## src/sv/lnt_pkg.sv

```systemverilog
// Shared types for the LRU name table: opcodes, cell commands and the
// control word broadcast to the cell row. No dependencies.
package lnt_pkg;

	typedef enum logic [2:0] {
		OP_LOOKUP_VAR = 3'd0,
		OP_LOOKUP_REL = 3'd1,
		OP_ENTER      = 3'd2,
		OP_ENTER_INT  = 3'd3,
		OP_DELETE_REL = 3'd4,
		OP_RESET_MARK = 3'd5
	} op_t;

	typedef enum logic [2:0] {
		C_NOP    = 3'd0,
		C_CMP    = 3'd1,
		C_NEWEST = 3'd2,
		C_FREE   = 3'd3,
		C_CLR    = 3'd4
	} cell_op_t;

	typedef struct packed {
		cell_op_t    op;
		logic        by_rel;
		logic        pick_oldest;
		logic        set_mark;
		logic        write;
		logic [63:0] var_key;
		logic [63:0] rel_key;
		logic [31:0] data;
	} cell_ctl_t;

endpackage

```

## src/sv/lnt_cell.sv

```systemverilog
// One table entry of the LRU name table: tags, data, mark and recency rank.
// Passes a priority token and the selected entry's fields to its neighbor.
// Depends on lnt_pkg.
module lnt_cell
	import lnt_pkg::*;
#(
	parameter int ENTRIES = 16,
	parameter int IDX     = 0,
	parameter int RW      = $clog2(ENTRIES),
	parameter int IW      = $clog2(ENTRIES)
) (
	input  logic          clk,
	input  logic          arst_n,
	input  cell_ctl_t     ctl,
	input  logic [IW-1:0] sel_slot,
	input  logic [RW-1:0] sel_rank,
	input  logic          take_in,
	input  logic [63:0]   rel_in,
	input  logic [31:0]   data_in,
	input  logic [RW-1:0] rank_in,
	input  logic [IW-1:0] idx_in,
	output logic          take_out,
	output logic [63:0]   rel_out,
	output logic [31:0]   data_out,
	output logic [RW-1:0] rank_out,
	output logic [IW-1:0] idx_out
);

	logic          used_q;
	logic          mark_q;
	logic          match_q;
	logic [63:0]   var_q;
	logic [63:0]   rel_q;
	logic [31:0]   data_q;
	logic [RW-1:0] rank_q;
	logic          pick;
	logic          sel;
	logic          me;

	assign pick     = ctl.pick_oldest ? (rank_q == '0) : match_q;
	assign sel      = pick & ~take_in;
	assign take_out = take_in | pick;
	assign rel_out  = rel_in | (sel ? rel_q : 64'd0);
	assign data_out = data_in | (sel ? data_q : 32'd0);
	assign rank_out = rank_in | (sel ? rank_q : '0);
	assign idx_out  = idx_in | (sel ? IW'(IDX) : '0);
	assign me       = (sel_slot == IW'(IDX));

	always_ff @(posedge clk or negedge arst_n) begin
		if (!arst_n) begin
			used_q  <= 1'b0;
			mark_q  <= 1'b0;
			match_q <= 1'b0;
			rel_q   <= 64'd0;
			rank_q  <= RW'(IDX);
		end else begin
			case (ctl.op)
				C_CMP: begin
					match_q <= used_q &&
						(ctl.by_rel ? (rel_q == ctl.rel_key) : (var_q == ctl.var_key));
				end
				C_NEWEST: begin
					if (me) begin
						rank_q <= RW'(ENTRIES - 1);
						if (ctl.set_mark)
							mark_q <= 1'b1;
						if (ctl.write) begin
							used_q <= 1'b1;
							rel_q  <= ctl.rel_key;
						end
					end else if (rank_q > sel_rank) begin
						rank_q <= rank_q - 1'b1;
					end
				end
				C_FREE: begin
					if (me) begin
						rank_q  <= '0;
						mark_q  <= 1'b1;
						used_q  <= 1'b0;
						match_q <= 1'b0;
					end else if (rank_q < sel_rank) begin
						rank_q <= rank_q + 1'b1;
					end
				end
				C_CLR: begin
					mark_q <= 1'b0;
				end
				default: begin
				end
			endcase
		end
	end

	always_ff @(posedge clk) begin
		if (ctl.op == C_NEWEST && me && ctl.write) begin
			var_q  <= ctl.var_key;
			data_q <= ctl.data;
		end
	end

endmodule

```

## config.mk

```make
export PLATFORM = sky130hd
export DESIGN_NAME = lnt_cell
export DESIGN_NICKNAME = d
export VERILOG_FILES = /design/src/sv/lnt_pkg.sv /design/src/sv/lnt_cell.sv
export SDC_FILE = /design/constraint.sdc
export NUM_CORES = 1
export LEC_CHECK = 0
export BUFFER_PORTS_ARGS = -buffer_cell sky130_fd_sc_hd__buf_2
export CAP_MARGIN = 20
export CORE_AREA = 2 2 152 154
export DETAILED_ROUTE_END_ITERATION = 12
export DIE_AREA = 0 0 154 156
export MAX_ROUTING_LAYER = met4
export PLACE_DENSITY = 0.65
export SYNTH_ARGS = -nofsm -noshare
export SYNTH_HDL_FRONTEND = slang
export SYNTH_SLANG_ARGS = --single-unit
```

## constraint.sdc

```tcl
create_clock -name clk -period 2.5 [get_ports clk]
set_clock_uncertainty 0.15 [all_clocks]
set_input_delay 0.375 -clock clk [delete_from_list [all_inputs] [get_ports clk]]
set_output_delay 0.375 -clock clk [all_outputs]
set_load 0.03 [all_outputs]
```

---- Yosys cells after proc, flatten, opt, wreduce, memory -nomap -nowiden ----
Index checks and enable logic that the tools add are counted.
word-level totals
  register bits after elaboration ......... 166
  input bits .............................. 282
  word-level logic and storage cells ...... 52
cells by class
  $add $sub $neg .......................... 2
  multiplexer cells ....................... 15
  equality and inequality tests ........... 10
  bitwise gates (word level) .............. 6
  order comparisons ....................... 2
  reduce and logical (&&, ||, !) cells .... 11
operators with widths
  cell                                                                 number
  64-bit == test                                                       2
  64-bit 2-to-1 mux                                                    1
  64-bit OR                                                            1
  32-bit 2-to-1 mux                                                    1
  32-bit OR                                                            1
  4-bit 2-to-1 mux                                                     5
  4-bit zero test                                                      2
  4-bit case mux with 2 select lines                                   1
  3-bit by 2-bit == test with 1-bit output (second input constant)     2
  2-bit != test (second input constant)                                3
  3-bit != test (second input constant)                                2
  3-bit AND reduction                                                  2
  1-bit 2-to-1 mux                                                     5
  4-bit by 1-bit adder with 4-bit output (second input constant)       1
  4-bit > comparator                                                   1
  4-bit < comparator                                                   1
  4-bit OR                                                             1
  1-bit case mux with 2 select lines                                   2
  4-bit AND reduction                                                  1
  2-bit nonzero test                                                   2
  4-bit by 1-bit subtractor with 4-bit output (second input constant)  1
  3-bit by 1-bit == test with 1-bit output (second input constant)     1
  1-bit logical AND                                                    3
  2-bit AND reduction                                                  1
  other kinds (3)                                                      3

---- Logic depth before layout (Yosys ltp) ----
  depth in word-level cells ............... 5
  gate-level depth with buffers ........... 9
  gate-level depth less buffers ........... 8

---- Least setup slack after synthesis ----
OpenSTA, ideal clock, no wires.
  kind .................................... input -> register
  start point ............................. in sel_slot[1]
  end point ............................... reg data_q[0] (enable)
  path buffers ............................ 1
  data arrival time ....................... 2,343 ps
  stages .................................. 4
  setup time .............................. 414 ps
  data required time ...................... 1,936 ps
  slack ................................... -407 ps
  path through ............................ nor4_4 -> nand4b_2 -> inv_2 -> buf_2
between the ends
  word-level cells in the longest chain between the ends .. 3
RTL lines
  item                            RTL line        RTL
  start: declaration              lnt_cell.sv:15  input logic [IW-1:0] sel_slot,
  4-bit zero test                 lnt_cell.sv:47  assign me = (sel_slot == IW'(IDX));
  1-bit logical AND (2 in a row)  lnt_cell.sv:95  if (ctl.op == C_NEWEST && me && ctl.write) begin
  end signal: assignment          lnt_cell.sv:97  data_q <= ctl.data;
  end: declaration                lnt_cell.sv:34  logic [31:0] data_q;
Every way passes these cells.
A chain may end at the register's enable or synchronous reset.

---- Worst setup path in the final report ----
  start point ............................. reg rank_q[0]
  end point ............................... out rel_out[56]
between the ends
  word-level cells in the longest chain between the ends .. 5
RTL lines
  item                      RTL line        RTL
  start: declaration        lnt_cell.sv:35  logic [RW-1:0] rank_q;
  start signal: assignment  lnt_cell.sv:55  rank_q <= RW'(IDX);
  start signal: assignment  lnt_cell.sv:64  rank_q <= RW'(ENTRIES - 1);
  start signal: assignment  lnt_cell.sv:72  rank_q <= rank_q - 1'b1;
  4-bit zero test           lnt_cell.sv:40  assign pick = ctl.pick_oldest ? (rank_q == '0) : match_q;
  1-bit 2-to-1 mux          lnt_cell.sv:40
  1-bit bitwise AND         lnt_cell.sv:41  assign sel = pick & ~take_in;
  64-bit 2-to-1 mux         lnt_cell.sv:43  assign rel_out = rel_in | (sel ? rel_q : 64'd0);
  64-bit OR                 lnt_cell.sv:43
  end: declaration          lnt_cell.sv:23  output logic [63:0] rel_out,
Every way passes these cells.

==> run_summary.xml <==
<?xml version="1.0" encoding="UTF-8"?>
<metrics>
  <group name="outcome">
    <metric name="status" unit="">finished with violations</metric>
    <metric name="violations_in_the_final_reports" unit="">setup timing</metric>
  </group>
  <group name="drt">
    <metric name="drt-wirelength-per-cell" unit="µm">17.9</metric>
    <metric name="routed-via-count" unit="">7244</metric>
    <metric name="drt_wl_total" unit="µm">27100</metric>
    <metric name="route.detailed.drc" unit="">0</metric>
    <metric name="detail_route.first_pass.iterations" unit="">6</metric>
    <metric name="initial_drc_count" unit="">378</metric>
    <metric name="drt-vias-per-instance" unit="">4.79</metric>
    <metric name="route.antenna.remaining_nets" unit="">0</metric>
  </group>
  <group name="yosys">
    <metric name="synth-seq-area-share" unit="%">56.7</metric>
    <metric name="leading_cell_types_by_count_after_synthesis" unit="">201 x sky130_fd_sc_hd__nand2_1, 100 x sky130_fd_sc_hd__a21o_1, 96 x sky130_fd_sc_hd__edfxtp_1, 84 x sky130_fd_sc_hd__xnor2_1, 70 x sky130_fd_sc_hd__dfrtp_1</metric>
    <metric name="synth_largest_area_cell" unit="">sky130_fd_sc_hd__edfxtp_1</metric>
    <metric name="syn_area" unit="µm²">8170</metric>
    <metric name="synth_area_per_cell" unit="µm²">11.2</metric>
    <metric name="synth.lib_cells_used.distinct" unit="">39</metric>
    <metric name="ys_seq_elements" unit="">166</metric>
    <metric name="synthCells" unit="">731</metric>
    <metric name="synth.most_common_cell" unit="">sky130_fd_sc_hd__nand2_1</metric>
    <metric name="postSynthNetCount" unit="">1020</metric>
    <metric name="synth-async-reset-ratio" unit="%">42.2</metric>
    <metric name="postSynth.topFlopCell" unit="">sky130_fd_sc_hd__edfxtp_1</metric>
    <metric name="synth_edf_count" unit="">96</metric>
    <metric name="synth_top_cells_by_area" unit="">sky130_fd_sc_hd__edfxtp_1 35%, sky130_fd_sc_hd__dfrtp_1 21%, sky130_fd_sc_hd__nand2_1 9.2%, sky130_fd_sc_hd__a21o_1 9.2%, sky130_fd_sc_hd__xnor2_1 9.0%</metric>
    <metric name="netlist.area_leader.share" unit="%">35.3</metric>
    <metric name="synth-warning-count" unit="">0</metric>
  </group>
  <group name="clock_tree">
    <metric name="clkSlewWorstSetupHoldPaths" unit="ns">0.07</metric>
    <metric name="cts_buffers" unit="">17</metric>
    <metric name="tritoncts" unit="">built</metric>
    <metric name="cts.root.buffer_cell" unit="">sky130_fd_sc_hd__clkbuf_16</metric>
    <metric name="cts.sink_count" unit="">166</metric>
    <metric name="cts-root-to-sink-buffers" unit="">2</metric>
    <metric name="clock_latency_on_the_worst_skew_pair" unit="ns">0.42</metric>
    <metric name="cts.htree.levels" unit="">4</metric>
  </group>
  <group name="setup_path">
    <metric name="r2r_end" unit="">rank_q[3]</metric>
    <metric name="worstSetupStartpointType" unit="">register</metric>
    <metric name="critical_path.reg2reg.startpoint" unit="">rank_q[1]</metric>
    <metric name="critPathArrivalTime" unit="ns">2.02</metric>
    <metric name="cp.required" unit="ns">1.98</metric>
    <metric name="end_kind" unit="">primary output</metric>
    <metric name="rr_worst_depth" unit="">8</metric>
    <metric name="regToRegSetupSlack" unit="ns">0.13</metric>
    <metric name="worst_path_class_setup" unit="">register to primary output</metric>
    <metric name="critical_path.max_fanout" unit="">7</metric>
    <metric name="cp-startpoint" unit="">rank_q[0]</metric>
  </group>
  <group name="cells_and_area">
    <metric name="num-nets-final" unit="">1500</metric>
    <metric name="area_growth" unit="%">57.6</metric>
    <metric name="fill_cells" unit="">1850</metric>
    <metric name="final_layout_size_suffix_gt1_share" unit="%">37.1</metric>
    <metric name="final_cell_count_no_fill" unit="">1512</metric>
  </group>
  <group name="power">
    <metric name="p_per_area" unit="nW/µm²">605</metric>
    <metric name="netSwitchingFraction" unit="%">30.0</metric>
    <metric name="comb_power_share" unit="%">25.5</metric>
    <metric name="seq_power_share" unit="%">40.6</metric>
    <metric name="internal-power" unit="mW">5.46</metric>
    <metric name="worst_ir_drop_vdd" unit="mV">0.373</metric>
    <metric name="clk_pwr_share" unit="%">33.9</metric>
    <metric name="switchingPower" unit="mW">2.33</metric>
    <metric name="total_leakage_power" unit="nW">6.27</metric>
  </group>
  <group name="die">
    <metric name="io_pins" unit="">387</metric>
    <metric name="die_area" unit="µm²">24000</metric>
    <metric name="floorplan.die.width" unit="µm">154</metric>
    <metric name="floorplan.die.height" unit="µm">156</metric>
    <metric name="initial_utilization" unit="%">36.5</metric>
    <metric name="design.core.area" unit="µm²">22400</metric>
    <metric name="rows" unit="">55</metric>
  </group>
  <group name="timing">
    <metric name="min_period" unit="ns">2.55</metric>
    <metric name="timing.final.max_slew_violations" unit="">0</metric>
    <metric name="max_freq" unit="MHz">393</metric>
    <metric name="max_slew.worst_pin.slew" unit="ns">0.718</metric>
    <metric name="fin_crit_sh" unit="%">102</metric>
    <metric name="timing.setup.tns" unit="ns">-0.646</metric>
    <metric name="timing.final.hold_violations" unit="">0</metric>
    <metric name="relSlewSlack" unit="%">52.1</metric>
    <metric name="final.hold.worst_slack" unit="ns">0.0207</metric>
    <metric name="timing.final.ws_setup" unit="ns">-0.0476</metric>
    <metric name="rsz0062_at_grt" unit="">yes</metric>
    <metric name="count_of_final_setup_violators" unit="">46</metric>
  </group>
  <group name="hold_path">
    <metric name="hold_path_startpoint" unit="">ctl[47]</metric>
    <metric name="holdCritPathClass" unit="">input port to register</metric>
    <metric name="whs_path_depth" unit="">3</metric>
    <metric name="worst_hold_path.endpoint" unit="">rel_q[15]</metric>
  </group>
  <group name="global_route">
    <metric name="pin_count_of_the_biggest_net_entering_global_routing" unit="">66</metric>
    <metric name="via_count_of_the_first_global_routing_pass" unit="">7116</metric>
    <metric name="grt_pass1_wl" unit="µm">37900</metric>
    <metric name="grt-ovfl-total" unit="">0</metric>
    <metric name="number_of_antenna_violations_at_the_first_check_in_global_routing" unit="">2</metric>
    <metric name="global_route_usage_sum" unit="%">21.1</metric>
  </group>
  <group name="placed_design">
    <metric name="place.detailed.instances" unit="">1375</metric>
    <metric name="routability_driven_placement_congestion_ratio" unit="">0.818</metric>
    <metric name="dpl.hpwl" unit="µm">17200</metric>
    <metric name="io_buffer_count" unit="">377</metric>
  </group>
  <group name="run">
    <metric name="max_cap_viols" unit="">0</metric>
  </group>
</metrics>
## cell families after synthesis
family          after synthesis  share of synthesized area (%)
simple gates                271                           14.7
xor+xnor                    129                           13.8
flops                       166                           56.7
compound gates              120                           10.9
fa+ha+maj                     7                           1.07
buf+inv                      36                           2.57
mux                           2                          0.260
## stage by stage
step                setup WS [ns]  power [mW]  cell area [µm²]  utilization [%]
CTS                       -0.0107        7.65            12300             55.2
detailed placement          0.188        4.63            10400             46.6
global route               -0.132        8.12            12900             57.6
floorplan                   0.107        4.06             8180                -
finish                    -0.0476        7.79            12900             57.6
global placement            0.204        4.60            10400             46.6
## flip-flops by register name (all words and copies together), names as in the netlist
register / flops
var_q: 64
match_q: 1
data_q: 32
rel_q: 64
used_q: 1
rank_q: 4
## critical path, cell delays in order, from the launching register on
cell	delay (ns)
sky130_fd_sc_hd__dfrtp_1	0.39
sky130_fd_sc_hd__inv_2	0.10
sky130_fd_sc_hd__ha_4	0.15
sky130_fd_sc_hd__a31oi_4	0.09
sky130_fd_sc_hd__nor2_4	0.18
sky130_fd_sc_hd__clkbuf_16	0.24
sky130_fd_sc_hd__clkbuf_16	0.17
sky130_fd_sc_hd__a21o_1	0.15
sky130_fd_sc_hd__buf_6	0.14
## what timing repair did
item,in CTS,in global routing
buffers inserted,5,3
gates resized for setup,122,102
gates cloned,5,7
hold endpoints to repair,118,0
pin swaps,4,42
setup endpoints to repair,100,100
hold buffers,82,0
## worst max path at each step
stage,endpoint,slack [ns],cells after the start
2_1_floorplan,data_q[0],0.11,4
3_3_place_gp,rank_q[3],0.20,9
3_5_place_dp,rank_q[3],0.19,9
4_1_cts,data_out[13],-0.01,8
5_1_grt,rel_out[56],-0.13,8
6_report,rel_out[56],-0.05,8
## layout by cell type (no fill, tap or decap), types with 2 or more instances in the layout
cell type	instances
sky130_fd_sc_hd__a21o_1	100
sky130_fd_sc_hd__a21oi_1	3
sky130_fd_sc_hd__and3b_1	2
sky130_fd_sc_hd__buf_12	6
sky130_fd_sc_hd__buf_16	6
sky130_fd_sc_hd__buf_2	276
sky130_fd_sc_hd__buf_4	18
sky130_fd_sc_hd__buf_6	97
sky130_fd_sc_hd__clkbuf_16	23
sky130_fd_sc_hd__clkinv_8	2
sky130_fd_sc_hd__clkinvlp_4	2
sky130_fd_sc_hd__dfrtp_1	68
sky130_fd_sc_hd__dfrtp_2	2
sky130_fd_sc_hd__diode_2	3
sky130_fd_sc_hd__dlygate4sd3_1	82
sky130_fd_sc_hd__edfxtp_1	96
sky130_fd_sc_hd__ha_1	6
sky130_fd_sc_hd__inv_1	3
sky130_fd_sc_hd__inv_2	2
sky130_fd_sc_hd__inv_6	4
sky130_fd_sc_hd__inv_8	4
sky130_fd_sc_hd__nand2_1	201
sky130_fd_sc_hd__nand2b_1	3
sky130_fd_sc_hd__nand3_1	4
sky130_fd_sc_hd__nand4_1	25
sky130_fd_sc_hd__nor2_1	3
sky130_fd_sc_hd__nor2_4	2
sky130_fd_sc_hd__nor2b_1	3
sky130_fd_sc_hd__nor3_1	8
sky130_fd_sc_hd__nor4_1	14
sky130_fd_sc_hd__o211ai_1	2
sky130_fd_sc_hd__o21ai_0	4
sky130_fd_sc_hd__o2bb2ai_1	3
sky130_fd_sc_hd__xnor2_1	84
sky130_fd_sc_hd__xor2_1	45
## power groups by stage
stage,registers [mW],logic (mW),clock network (mW)
floorplan,3.19,0.872,0
global route,3.18,2.14,2.80
detailed placement,3.24,1.40,0
global placement,3.23,1.37,0
CTS,3.16,1.78,2.71
finish,3.17,1.99,2.64
## routing by layer
layer	GRT usage [%]	routed length, µm	vias to the layer above
met2	35.1	13900	226
li1	-	-	3496
met5	-	0	-
met1	26.8	11600	3495
met4	6.10	467	0
met3	3.44	1130	27
## cell type report
class,count,area (µm²),area share [%]
sequential,166,4640,36.0
timing repair buffer,491,3860,30.0
multi-input combinational,529,3390,26.4
clock buffer,18,429,3.33
tap,285,357,2.77
clock inverter,14,161,1.25
inverter,6,27.5,0.214
antenna,3,7.51,0.0583
Note: power is estimated with default switching activity, not from simulation.
